==> config.mk <==
export PLATFORM = sky130hd
export DESIGN_NAME = ranked_list_effectiveness
export DESIGN_NICKNAME = d
export VERILOG_FILES = /design/src/hw/rtl/rle_pkg.sv /design/src/hw/rtl/rle_front.sv /design/src/hw/rtl/rle_queue.sv /design/src/hw/rtl/rle_div.sv /design/src/hw/rtl/rle_back.sv /design/src/hw/rtl/ranked_list_effectiveness.sv
export SDC_FILE = /design/constraint.sdc
export NUM_CORES = 1
export LEC_CHECK = 0
export BUFFER_PORTS_ARGS = -buffer_cell sky130_fd_sc_hd__buf_2
export CORE_UTILIZATION = 35
export CTS_BUF_LIST = sky130_fd_sc_hd__clkbuf_8 sky130_fd_sc_hd__clkbuf_16
export DETAILED_ROUTE_END_ITERATION = 10
export PLACE_DENSITY = 0.52
export SETUP_SLACK_MARGIN = 0.4
export SKIP_LAST_GASP = 1
export SYNTH_ARGS = -nofsm -noshare
export SYNTH_HDL_FRONTEND = slang
export SYNTH_HIERARCHICAL = 1
export SYNTH_SLANG_ARGS = --single-unit
==> constraint.sdc <==
create_clock -name clk -period 32.9 [get_ports clk]
set_input_delay 3.29 -clock clk [delete_from_list [all_inputs] [get_ports clk]]
set_output_delay 3.29 -clock clk [all_outputs]
set_load 0.005 [all_outputs]
==> src/hw/rtl/rle_pkg.sv <==
// Shared constants, types and codes of the ranked-list effectiveness block.
`default_nettype none
package rle_pkg;

  localparam int MAX_LIST   = 4096;
  localparam int CLASS_BITS = 8;
  localparam int FRAC_BITS  = 16;

  localparam int CLASS_W = 8;
  localparam int SIZE_W  = 16;
  localparam int CFG_W   = 13;
  localparam int POS_W   = 12;
  localparam int CNT_W   = 13;
  localparam int SUM_W   = 30;
  localparam int DEN_W   = 16;
  localparam int RES_W   = FRAC_BITS + 1;
  localparam int IN_W    = ((2 * CLASS_W + SIZE_W + 7) / 8) * 8;
  localparam int OUT_W   = ((3 * RES_W + 7) / 8) * 8;
  localparam int Q_DEPTH = 4;
  localparam int Q_PTR_W = $clog2(Q_DEPTH);

  localparam logic [CFG_W-1:0] LIST_LEN_RST   = CFG_W'(16);
  localparam logic [CFG_W-1:0] PREC_CUT_RST   = CFG_W'(10);
  localparam logic [CFG_W-1:0] RECALL_CUT_RST = CFG_W'(10);

  typedef enum logic [1:0] {
    REG_LIST_LEN   = 2'd0,
    REG_PREC_CUT   = 2'd1,
    REG_RECALL_CUT = 2'd2
  } reg_idx_t;

  typedef enum logic [2:0] {
    BK_IDLE,
    BK_ACC,
    BK_AP_GO,
    BK_AP,
    BK_PK,
    BK_RC,
    BK_OUT
  } back_state_t;

  typedef struct packed {
    logic              acc;
    logic [CNT_W-1:0]  acc_num;
    logic [CNT_W-1:0]  acc_den;
    logic              fin;
    logic [SIZE_W-1:0] class_size;
    logic [DEN_W-1:0]  ap_den;
    logic [CNT_W-1:0]  kcut;
    logic [CNT_W-1:0]  hits_k;
    logic [CNT_W-1:0]  hits_r;
  } cmd_t;

endpackage
`default_nettype wire

==> src/hw/rtl/rle_front.sv <==
// Front end: accepts list entries, tracks position and hit counts, issues commands.
`default_nettype none
module rle_front (
  input  wire                         clk,
  input  wire                         rst_n,
  input  wire                         in_tvalid,
  output logic                        in_tready,
  input  wire  [rle_pkg::IN_W-1:0]    in_tdata,
  input  wire  [rle_pkg::CFG_W-1:0]   list_len,
  input  wire  [rle_pkg::CFG_W-1:0]   prec_cut,
  input  wire  [rle_pkg::CFG_W-1:0]   recall_cut,
  input  wire                         q_full,
  output logic                        q_push,
  output rle_pkg::cmd_t               q_cmd
);
  import rle_pkg::*;

  logic [POS_W-1:0]  pos_r, pos_nxt;
  logic [CNT_W-1:0]  hc_r, hc_nxt;
  logic [CNT_W-1:0]  hk_r, hk_nxt;
  logic [CNT_W-1:0]  hr_r, hr_nxt;

  logic [CLASS_W-1:0] qc, ic;
  logic [SIZE_W-1:0]  cs;
  logic [CFG_W-1:0]   len, kcut;
  logic [CNT_W-1:0]   pos_ext, pos_inc, hc_new, hk_new, hr_new;
  logic               hit, last, accept;

  always_comb begin
    qc = in_tdata[CLASS_W-1:0];
    ic = in_tdata[2*CLASS_W-1:CLASS_W];
    cs = in_tdata[2*CLASS_W+SIZE_W-1:2*CLASS_W];

    if (list_len == '0) begin
      len = CFG_W'(1);
    end else if (list_len > CFG_W'(MAX_LIST)) begin
      len = CFG_W'(MAX_LIST);
    end else begin
      len = list_len;
    end
    kcut = (prec_cut < len) ? prec_cut : len;

    hit     = (qc[CLASS_BITS-1:0] == ic[CLASS_BITS-1:0]);
    pos_ext = CNT_W'(pos_r);
    pos_inc = pos_ext + CNT_W'(1);
    last    = (pos_inc >= CNT_W'(len));
    hc_new  = hc_r + CNT_W'(hit);
    hk_new  = hk_r + CNT_W'(hit && (pos_ext < CNT_W'(kcut)));
    hr_new  = hr_r + CNT_W'(hit && (pos_ext < CNT_W'(recall_cut)));

    in_tready = !q_full;
    accept    = in_tvalid && !q_full;
    q_push    = accept && (hit || last);

    q_cmd.acc        = hit;
    q_cmd.acc_num    = hc_new;
    q_cmd.acc_den    = pos_inc;
    q_cmd.fin        = last;
    q_cmd.class_size = cs;
    q_cmd.ap_den     = (cs < SIZE_W'(len)) ? cs : DEN_W'(len);
    q_cmd.kcut       = CNT_W'(kcut);
    q_cmd.hits_k     = hk_new;
    q_cmd.hits_r     = hr_new;

    pos_nxt = pos_r;
    hc_nxt  = hc_r;
    hk_nxt  = hk_r;
    hr_nxt  = hr_r;
    if (accept) begin
      if (last) begin
        pos_nxt = '0;
        hc_nxt  = '0;
        hk_nxt  = '0;
        hr_nxt  = '0;
      end else begin
        pos_nxt = pos_r + POS_W'(1);
        hc_nxt  = hc_new;
        hk_nxt  = hk_new;
        hr_nxt  = hr_new;
      end
    end
  end

  always_ff @(posedge clk) begin
    if (!rst_n) begin
      pos_r <= '0;
      hc_r  <= '0;
      hk_r  <= '0;
      hr_r  <= '0;
    end else begin
      pos_r <= pos_nxt;
      hc_r  <= hc_nxt;
      hk_r  <= hk_nxt;
      hr_r  <= hr_nxt;
    end
  end

endmodule
`default_nettype wire

==> src/hw/rtl/rle_queue.sv <==
// Short command queue between the front end and the back end.
`default_nettype none
module rle_queue (
  input  wire            clk,
  input  wire            rst_n,
  input  wire            push,
  input  rle_pkg::cmd_t  push_cmd,
  output logic           full,
  input  wire            pop,
  output rle_pkg::cmd_t  pop_cmd,
  output logic           empty
);
  import rle_pkg::*;

  cmd_t               entry_r [Q_DEPTH];
  logic [Q_PTR_W-1:0] wr_ptr_r, wr_ptr_nxt;
  logic [Q_PTR_W-1:0] rd_ptr_r, rd_ptr_nxt;
  logic [Q_PTR_W:0]   fill_r, fill_nxt;
  logic               do_push, do_pop;

  always_comb begin
    full    = (fill_r == (Q_PTR_W+1)'(Q_DEPTH));
    empty   = (fill_r == '0);
    pop_cmd = entry_r[rd_ptr_r];
    do_push = push && !full;
    do_pop  = pop && !empty;

    wr_ptr_nxt = do_push ? wr_ptr_r + Q_PTR_W'(1) : wr_ptr_r;
    rd_ptr_nxt = do_pop ? rd_ptr_r + Q_PTR_W'(1) : rd_ptr_r;
    fill_nxt   = fill_r + (Q_PTR_W+1)'(do_push) - (Q_PTR_W+1)'(do_pop);
  end

  always_ff @(posedge clk) begin
    if (do_push) begin
      entry_r[wr_ptr_r] <= push_cmd;
    end
  end

  always_ff @(posedge clk) begin
    if (!rst_n) begin
      wr_ptr_r <= '0;
      rd_ptr_r <= '0;
      fill_r   <= '0;
    end else begin
      wr_ptr_r <= wr_ptr_nxt;
      rd_ptr_r <= rd_ptr_nxt;
      fill_r   <= fill_nxt;
    end
  end

endmodule
`default_nettype wire

==> src/hw/rtl/rle_div.sv <==
// Radix-2 restoring divider giving a saturated unsigned fixed-point quotient.
`default_nettype none
module rle_div (
  input  wire                             clk,
  input  wire                             rst_n,
  input  wire                             start,
  input  wire  [rle_pkg::DEN_W-1:0]       hi,
  input  wire  [rle_pkg::FRAC_BITS-1:0]   lo,
  input  wire  [rle_pkg::DEN_W-1:0]       den,
  output logic                            done,
  output logic [rle_pkg::RES_W-1:0]       res
);
  import rle_pkg::*;

  localparam int STEP_W = $clog2(FRAC_BITS + 1);

  logic                 busy_r, busy_nxt;
  logic                 done_r, done_nxt;
  logic [STEP_W-1:0]    step_r, step_nxt;
  logic [DEN_W-1:0]     rem_r, rem_nxt;
  logic [DEN_W-1:0]     den_r, den_nxt;
  logic [FRAC_BITS-1:0] lo_r, lo_nxt;
  logic [FRAC_BITS-1:0] quo_r, quo_nxt;
  logic [RES_W-1:0]     res_r, res_nxt;

  logic [DEN_W:0]       rem_sh, rem_diff;
  logic                 ge;

  // The dividend is hi * 2^FRAC_BITS + lo; when hi reaches den the quotient is at least 1.0.
  always_comb begin
    rem_sh   = {rem_r, lo_r[FRAC_BITS-1]};
    rem_diff = rem_sh - {1'b0, den_r};
    ge       = (rem_sh >= {1'b0, den_r});

    busy_nxt = busy_r;
    done_nxt = 1'b0;
    step_nxt = step_r;
    rem_nxt  = rem_r;
    den_nxt  = den_r;
    lo_nxt   = lo_r;
    quo_nxt  = quo_r;
    res_nxt  = res_r;

    if (start && !busy_r) begin
      if (den == '0) begin
        res_nxt  = '0;
        done_nxt = 1'b1;
      end else if (hi >= den) begin
        res_nxt  = {1'b1, {FRAC_BITS{1'b0}}};
        done_nxt = 1'b1;
      end else begin
        busy_nxt = 1'b1;
        step_nxt = STEP_W'(FRAC_BITS);
        rem_nxt  = hi;
        den_nxt  = den;
        lo_nxt   = lo;
        quo_nxt  = '0;
      end
    end else if (busy_r) begin
      rem_nxt  = ge ? rem_diff[DEN_W-1:0] : rem_sh[DEN_W-1:0];
      lo_nxt   = {lo_r[FRAC_BITS-2:0], 1'b0};
      quo_nxt  = {quo_r[FRAC_BITS-2:0], ge};
      step_nxt = step_r - STEP_W'(1);
      if (step_r == STEP_W'(1)) begin
        busy_nxt = 1'b0;
        done_nxt = 1'b1;
        res_nxt  = {1'b0, quo_r[FRAC_BITS-2:0], ge};
      end
    end

    done = done_r;
    res  = res_r;
  end

  always_ff @(posedge clk) begin
    step_r <= step_nxt;
    rem_r  <= rem_nxt;
    den_r  <= den_nxt;
    lo_r   <= lo_nxt;
    quo_r  <= quo_nxt;
    res_r  <= res_nxt;
  end

  always_ff @(posedge clk) begin
    if (!rst_n) begin
      busy_r <= 1'b0;
      done_r <= 1'b0;
    end else begin
      busy_r <= busy_nxt;
      done_r <= done_nxt;
    end
  end

endmodule
`default_nettype wire

==> src/hw/rtl/rle_back.sv <==
// Back end: accumulates running precision and computes the three list measures.
`default_nettype none
module rle_back (
  input  wire                         clk,
  input  wire                         rst_n,
  input  wire                         q_empty,
  input  rle_pkg::cmd_t               q_cmd,
  output logic                        q_pop,
  output logic                        out_tvalid,
  input  wire                         out_tready,
  output logic [rle_pkg::OUT_W-1:0]   out_tdata
);
  import rle_pkg::*;

  back_state_t          state_r, state_nxt;
  cmd_t                 cmd_r, cmd_nxt;
  logic [SUM_W-1:0]     sum_r, sum_nxt;
  logic [RES_W-1:0]     ap_r, ap_nxt;
  logic [RES_W-1:0]     pk_r, pk_nxt;
  logic [RES_W-1:0]     rc_r, rc_nxt;
  logic                 out_valid_r, out_valid_nxt;
  logic [OUT_W-1:0]     out_data_r, out_data_nxt;

  logic                 div_start, div_done;
  logic [DEN_W-1:0]     div_hi, div_den;
  logic [FRAC_BITS-1:0] div_lo;
  logic [RES_W-1:0]     div_res;

  rle_div u_div (
    .clk   (clk),
    .rst_n (rst_n),
    .start (div_start),
    .hi    (div_hi),
    .lo    (div_lo),
    .den   (div_den),
    .done  (div_done),
    .res   (div_res)
  );

  always_comb begin
    state_nxt     = state_r;
    cmd_nxt       = cmd_r;
    sum_nxt       = sum_r;
    ap_nxt        = ap_r;
    pk_nxt        = pk_r;
    rc_nxt        = rc_r;
    out_valid_nxt = out_valid_r && !out_tready;
    out_data_nxt  = out_data_r;
    q_pop         = 1'b0;
    div_start     = 1'b0;
    div_hi        = '0;
    div_lo        = '0;
    div_den       = '0;

    case (state_r)
      BK_IDLE: begin
        if (!q_empty) begin
          q_pop   = 1'b1;
          cmd_nxt = q_cmd;
          if (q_cmd.acc) begin
            div_start = 1'b1;
            div_hi    = DEN_W'(q_cmd.acc_num);
            div_den   = DEN_W'(q_cmd.acc_den);
            state_nxt = BK_ACC;
          end else begin
            state_nxt = BK_AP_GO;
          end
        end
      end
      BK_ACC: begin
        if (div_done) begin
          sum_nxt   = sum_r + SUM_W'(div_res);
          state_nxt = cmd_r.fin ? BK_AP_GO : BK_IDLE;
        end
      end
      BK_AP_GO: begin
        div_start = 1'b1;
        div_hi    = DEN_W'(sum_r[SUM_W-1:FRAC_BITS]);
        div_lo    = sum_r[FRAC_BITS-1:0];
        div_den   = cmd_r.ap_den;
        state_nxt = BK_AP;
      end
      BK_AP: begin
        if (div_done) begin
          ap_nxt    = div_res;
          div_start = 1'b1;
          div_hi    = DEN_W'(cmd_r.hits_k);
          div_den   = DEN_W'(cmd_r.kcut);
          state_nxt = BK_PK;
        end
      end
      BK_PK: begin
        if (div_done) begin
          pk_nxt    = div_res;
          div_start = 1'b1;
          div_hi    = DEN_W'(cmd_r.hits_r);
          div_den   = cmd_r.class_size;
          state_nxt = BK_RC;
        end
      end
      BK_RC: begin
        if (div_done) begin
          rc_nxt    = div_res;
          state_nxt = BK_OUT;
        end
      end
      BK_OUT: begin
        if (!out_valid_r || out_tready) begin
          out_valid_nxt = 1'b1;
          out_data_nxt  = OUT_W'({rc_r, pk_r, ap_r});
          sum_nxt       = '0;
          state_nxt     = BK_IDLE;
        end
      end
      default: begin
        state_nxt = BK_IDLE;
      end
    endcase

    out_tvalid = out_valid_r;
    out_tdata  = out_data_r;
  end

  always_ff @(posedge clk) begin
    cmd_r      <= cmd_nxt;
    ap_r       <= ap_nxt;
    pk_r       <= pk_nxt;
    rc_r       <= rc_nxt;
    out_data_r <= out_data_nxt;
  end

  always_ff @(posedge clk) begin
    if (!rst_n) begin
      state_r     <= BK_IDLE;
      sum_r       <= '0;
      out_valid_r <= 1'b0;
    end else begin
      state_r     <= state_nxt;
      sum_r       <= sum_nxt;
      out_valid_r <= out_valid_nxt;
    end
  end

endmodule
`default_nettype wire

==> src/hw/rtl/ranked_list_effectiveness.sv <==
// Top level of the ranked-list effectiveness block: configuration and front/back wiring.
//
//   Channel  Direction  Contents (lowest bits first)
//   in_      request in   query_class[7:0], item_class[15:8], class_size[31:16]
//   out_     request out  avg_precision[16:0], precision_at_k[33:17], recall_at_cut[50:34]
//   cfg_     write only   index 0 list_len, 1 precision_cutoff, 2 recall_cutoff
//
// An entry that is neither a hit nor the end of a list is handled in the front end alone.
// Each hit costs the back end one pass of the shared radix-2 divider.
// A list end adds three divider passes, a start state and the result load.
// A four-entry command queue lets the front end run ahead while the divider is busy.
// Reset is synchronous and restores the configuration defaults 16, 10 and 10.
`default_nettype none
module ranked_list_effectiveness (
  input  wire                         clk,
  input  wire                         rst_n,
  input  wire                         in_tvalid,
  output logic                        in_tready,
  // query_class, item_class, class_size
  input  wire  [rle_pkg::IN_W-1:0]    in_tdata,
  output logic                        out_tvalid,
  input  wire                         out_tready,
  // avg_precision, precision_at_k, recall_at_cut, zero padding
  output logic [rle_pkg::OUT_W-1:0]   out_tdata,
  input  wire                         cfg_we,
  input  wire  [1:0]                  cfg_addr,
  input  wire  [rle_pkg::CFG_W-1:0]   cfg_wdata
);
  import rle_pkg::*;

  logic [CFG_W-1:0] list_len_r, list_len_nxt;
  logic [CFG_W-1:0] prec_cut_r, prec_cut_nxt;
  logic [CFG_W-1:0] recall_cut_r, recall_cut_nxt;

  logic q_full, q_empty, q_push, q_pop;
  cmd_t push_cmd, pop_cmd;

  always_comb begin
    list_len_nxt   = list_len_r;
    prec_cut_nxt   = prec_cut_r;
    recall_cut_nxt = recall_cut_r;
    if (cfg_we) begin
      case (cfg_addr)
        REG_LIST_LEN:   list_len_nxt   = cfg_wdata;
        REG_PREC_CUT:   prec_cut_nxt   = cfg_wdata;
        REG_RECALL_CUT: recall_cut_nxt = cfg_wdata;
        default: begin
        end
      endcase
    end
  end

  always_ff @(posedge clk) begin
    if (!rst_n) begin
      list_len_r   <= LIST_LEN_RST;
      prec_cut_r   <= PREC_CUT_RST;
      recall_cut_r <= RECALL_CUT_RST;
    end else begin
      list_len_r   <= list_len_nxt;
      prec_cut_r   <= prec_cut_nxt;
      recall_cut_r <= recall_cut_nxt;
    end
  end

  rle_front u_front (
    .clk        (clk),
    .rst_n      (rst_n),
    .in_tvalid  (in_tvalid),
    .in_tready  (in_tready),
    .in_tdata   (in_tdata),
    .list_len   (list_len_r),
    .prec_cut   (prec_cut_r),
    .recall_cut (recall_cut_r),
    .q_full     (q_full),
    .q_push     (q_push),
    .q_cmd      (push_cmd)
  );

  rle_queue u_queue (
    .clk      (clk),
    .rst_n    (rst_n),
    .push     (q_push),
    .push_cmd (push_cmd),
    .full     (q_full),
    .pop      (q_pop),
    .pop_cmd  (pop_cmd),
    .empty    (q_empty)
  );

  rle_back u_back (
    .clk        (clk),
    .rst_n      (rst_n),
    .q_empty    (q_empty),
    .q_cmd      (pop_cmd),
    .q_pop      (q_pop),
    .out_tvalid (out_tvalid),
    .out_tready (out_tready),
    .out_tdata  (out_tdata)
  );

endmodule
`default_nettype wire

==> summary.txt <==
Clock tree
  • Clock sinks: 790
  • CTS Buf Count: 85
  • Clock root cell: clkbuf_16
  • CTS-repair resized insts: 0
  • Longest Clk Path Bufs: 3
  • H-tree depth: 3
  • Post-CTS Hold Buffers: 0
  • Reg clk slew, reported paths: 0.06 ns
  • Postcts setup bufs: 0
  • CTS tree: yes
  • Worst skew pair latency: 0.64 ns

Finish
  • Register Area: 22400 um2
  • Multi-input combinational cell area: 10900 um2
  • Share of cells above drive strength 1: 16.0%
  • Nets: 2648
  • Final cell count without fillers: 3815
  • Fillers: 8874
  • Area grow syn2layout: 13.1%

Pwr
  • Pwr Density: 63.5 nW/um2
  • Net Switching: 626 uW
  • VDD IR max: 0.0476 mV
  • Switching share of power: 25.4%
  • Clock power frac: 38.4%
  • Comb power frac: 13.2%
  • Internal Power: 1840 uW
  • Leakage: 0.0139 uW
  • Sequential Power Share: 48.4%

Placement
  • DP HPWL: 52300 um
  • Dpl cells: 3659
  • Port Buffer Count: 104
  • Placer Congestion: 0.848

STA
  • Final Skew: 0.0206 ns
  • Minimum clock period after layout: 6.75 ns
  • Unrepaired setup endpoints after global routing: no
  • Final hold vios: 0
  • Fmax: 0.148 GHz
  • Final Cycle Share: 20.5%
  • Worst Tran Pin Value: 1.16 ns
  • Slew margin rel.: 22.3%
  • Final setup fails: 0
  • TNS Setup: 0 ns
  • Final max-slew violation count: 0

Hold path
  • Hold WC Path Type: reg2reg

Detailed routing
  • Pre-antenna DRT Iters: 9
  • Final wirelength: 79100 um
  • Via count: 19700
  • Vias per Instance: 5.16
  • DR iter-0 viols: 1537
  • Post-DRT Antenna Nets: 0
  • DRC Markers: 24
  • Wire per inst: 20.7 um

Synthesis
  • Main synth FF type: edfxtp_1
  • Synth Cell Area: 34300 um2
  • Synth cell types: 101
  • Yosys reg bits: 790
  • Total number of yosys warnings: 6
  • Post-synthesis async set-or-reset flop share: 0%
  • Post-Synthesis Cells: 2366
  • Syn Area/Cell: 14.5 um2
  • Seq/Total Area, Yosys: 65.2%
  • Post-synth EDFFs: 655

Floorplan
  • Die Area: 99300 um2
  • IO Count: 110
  • Core Footprint: 96900 um2
  • Site Rows: 114
  • Die width: 315 um
  • Initial Utilization: 35.4%
  • Die height: 315 um

Run
  • Max Cap Violations: 0

GRT
  • Initial antenna violation count: 1
  • Largest net degree at the start of global routing: 72
  • Total gr overflow: 0
  • Number of global-route vias before repair: 19600
  • First-pass GRT wire length: 121000 um
  • GRT Overall Usage: 16.0%

Setup path
  • Critical path fanouts, max: 18
  • Setup crit end kind: register
  • Crit path kind: reg2reg
  • Startpoint Class: register
  • Crit path DAT: 7.28 ns
  • Critical path required time: 33.43 ns

Outcome
  • Outcome: complete, but fails checks
  • Failing checks: DRC
-- state kept, by name, indices dropped and copies added, names as in the netlist, 3 cells and up, named ones only --
name                 count
u_front/pos_r           12
u_back/u_div/res        17
u_back/u_div/den_r      16
u_back/sum_r            30
u_back/u_div/lo_r       16
prec_cut_r              13
u_back/ap_r             17
u_queue/fill_r           3
u_back/rc_r             17
u_back/out_tdata        51
list_len_r              13
u_back/u_div/rem_r      16
u_back/u_div/quo_r      15
u_back/pk_r             17
u_back/cmd_r            72
u_back/state_r           3
u_front/hr_r            13
u_front/hk_r            13
u_back/u_div/step_r      5
u_queue/entry_r        396
u_front/hc_r            13
recall_cut_r            13
-- per-layer routing --
layer,routed length (um),up-vias,GRT usage (%)
met4,1870,0,4.62
met3,3660,121,2.48
li1,-,9163,-
met5,0,-,0
met2,36200,501,25.0
met1,37400,9918,23.0
-- cell type report --
type,count,share of cell area [%]
Inverter,102,0.987
Timing Repair Buffer,129,1.83
Sequential cell,790,57.7
Tap cell,1276,4.11
Clock inverter,63,1.44
Multi-Input combinational cell,1362,28.2
Antenna cell,3,0.0193
Clock buffer,90,5.75
-- through the flow --
| step | power, uW | hold WS, ns | util (%) | cell area (um2) | worst slack (ns) |
|---|---|---|---|---|---|
| 4_1_cts | 2500 | 0.417 | 40.1 | 38800 | 26.16 |
| 6_report | 2470 | 0.413 | 40.1 | 38800 | 26.15 |
| 3_3_place_gp | 1540 | 0.402 | 37.2 | 36000 | 25.94 |
| 2_1_floorplan | 1440 | 0.400 | - | 34400 | 21.31 |
| 3_5_place_dp | 1540 | 0.405 | 37.2 | 36000 | 25.75 |
| 5_1_grt | 2570 | 0.420 | 40.1 | 38800 | 25.76 |
-- critical path, stage by stage, from the launching register on --
cell	delay [ns]
dfxtp_1	0.50
nor2b_1	0.44
inv_1	0.16
ha_1	0.32
a21oi_1	0.14
o21ai_0	0.12
a221oi_1	0.36
nand3_2	0.46
mux2i_1	0.46
ha_1	0.31
a211oi_1	0.25
nor2_1	0.10
nor4b_1	0.33
o221a_2	0.24
nor3_1	0.04
a311oi_1	0.51
ha_1	0.30
ha_1	0.26
nand3_2	0.14
or4_4	0.56
nor2_4	0.14
xor2_2	0.22
nand3_1	0.09
a21oi_1	0.16
-- worst paths after layout --
check / startpoint / to / slack, ns / cells after the start
hold reg to reg: u_back/rc_r[0]$_DFFE_PP_ / u_back/out_tdata[34]$_DFFE_PP_ / 0.41 / 0
setup / recovery: list_len_r[12]$_SDFFE_PN0P_ / u_front/hk_r[12]$_SDFFE_PN0P_ / 26.15 / 23
hold / removal: u_back/rc_r[0]$_DFFE_PP_ / u_back/out_tdata[34]$_DFFE_PP_ / 0.41 / 0
setup reg to reg: list_len_r[12]$_SDFFE_PN0P_ / u_front/hk_r[12]$_SDFFE_PN0P_ / 26.15 / 23
-- power by group through the flow --
stage | registers (uW) | logic [uW] | clock network [uW]
3_5_place_dp | 1220 | 327 | 0
2_1_floorplan | 1200 | 240 | 0
4_1_cts | 1200 | 329 | 973
6_report | 1190 | 325 | 947
5_1_grt | 1200 | 363 | 1010
3_3_place_gp | 1210 | 322 | 0
-- Yosys cell counts, types with 28 or more instances --
| cell | number | area [um2] |
|---|---|---|
| xnor2_1 | 52 | 455 |
| nand2_1 | 258 | 968 |
| dfxtp_1 | 135 | 2700 |
| edfxtp_1 | 655 | 19700 |
| buf_4 | 28 | 210 |
| inv_1 | 100 | 375 |
| a21o_1 | 28 | 210 |
| nand3_1 | 60 | 300 |
| o21ai_0 | 50 | 250 |
| a21oi_1 | 93 | 465 |
| nor2_1 | 92 | 345 |
| xor2_1 | 31 | 272 |
| and2_1 | 49 | 307 |
| mux2i_1 | 59 | 591 |
| mux4_2 | 99 | 2230 |
| ha_1 | 123 | 1540 |
| nor2b_1 | 34 | 213 |
| clkbuf_1 | 51 | 191 |
-- cells in the final DEF, fill, tap and decap left out, types with 45 or more instances in the layout --
cell,Yosys,routed
and2_1,49,45
mux4_2,99,99
ha_1,123,123
a21oi_1,93,93
nand2_1,258,258
edfxtp_1,655,655
o21ai_0,50,49
dfxtp_1,135,133
mux2i_1,59,59
nand3_1,60,60
clkbuf_16,0,88
nor2_1,92,90
inv_1,100,123
xnor2_1,52,52
buf_2,23,103
-- logic make-up after synthesis --
kind of cell / synth area share, %
AO/OA/AOI/OAI: 6.79
XOR/XNOR: 2.21
adder cells (fa/ha/maj): 4.66
buffers and inverters: 3.20
flip-flops: 65.2
multiplexers: 8.64
other: 0.0219
AND/OR/NAND/NOR: 9.30
Note: power is estimated with default switching activity, not from simulation.
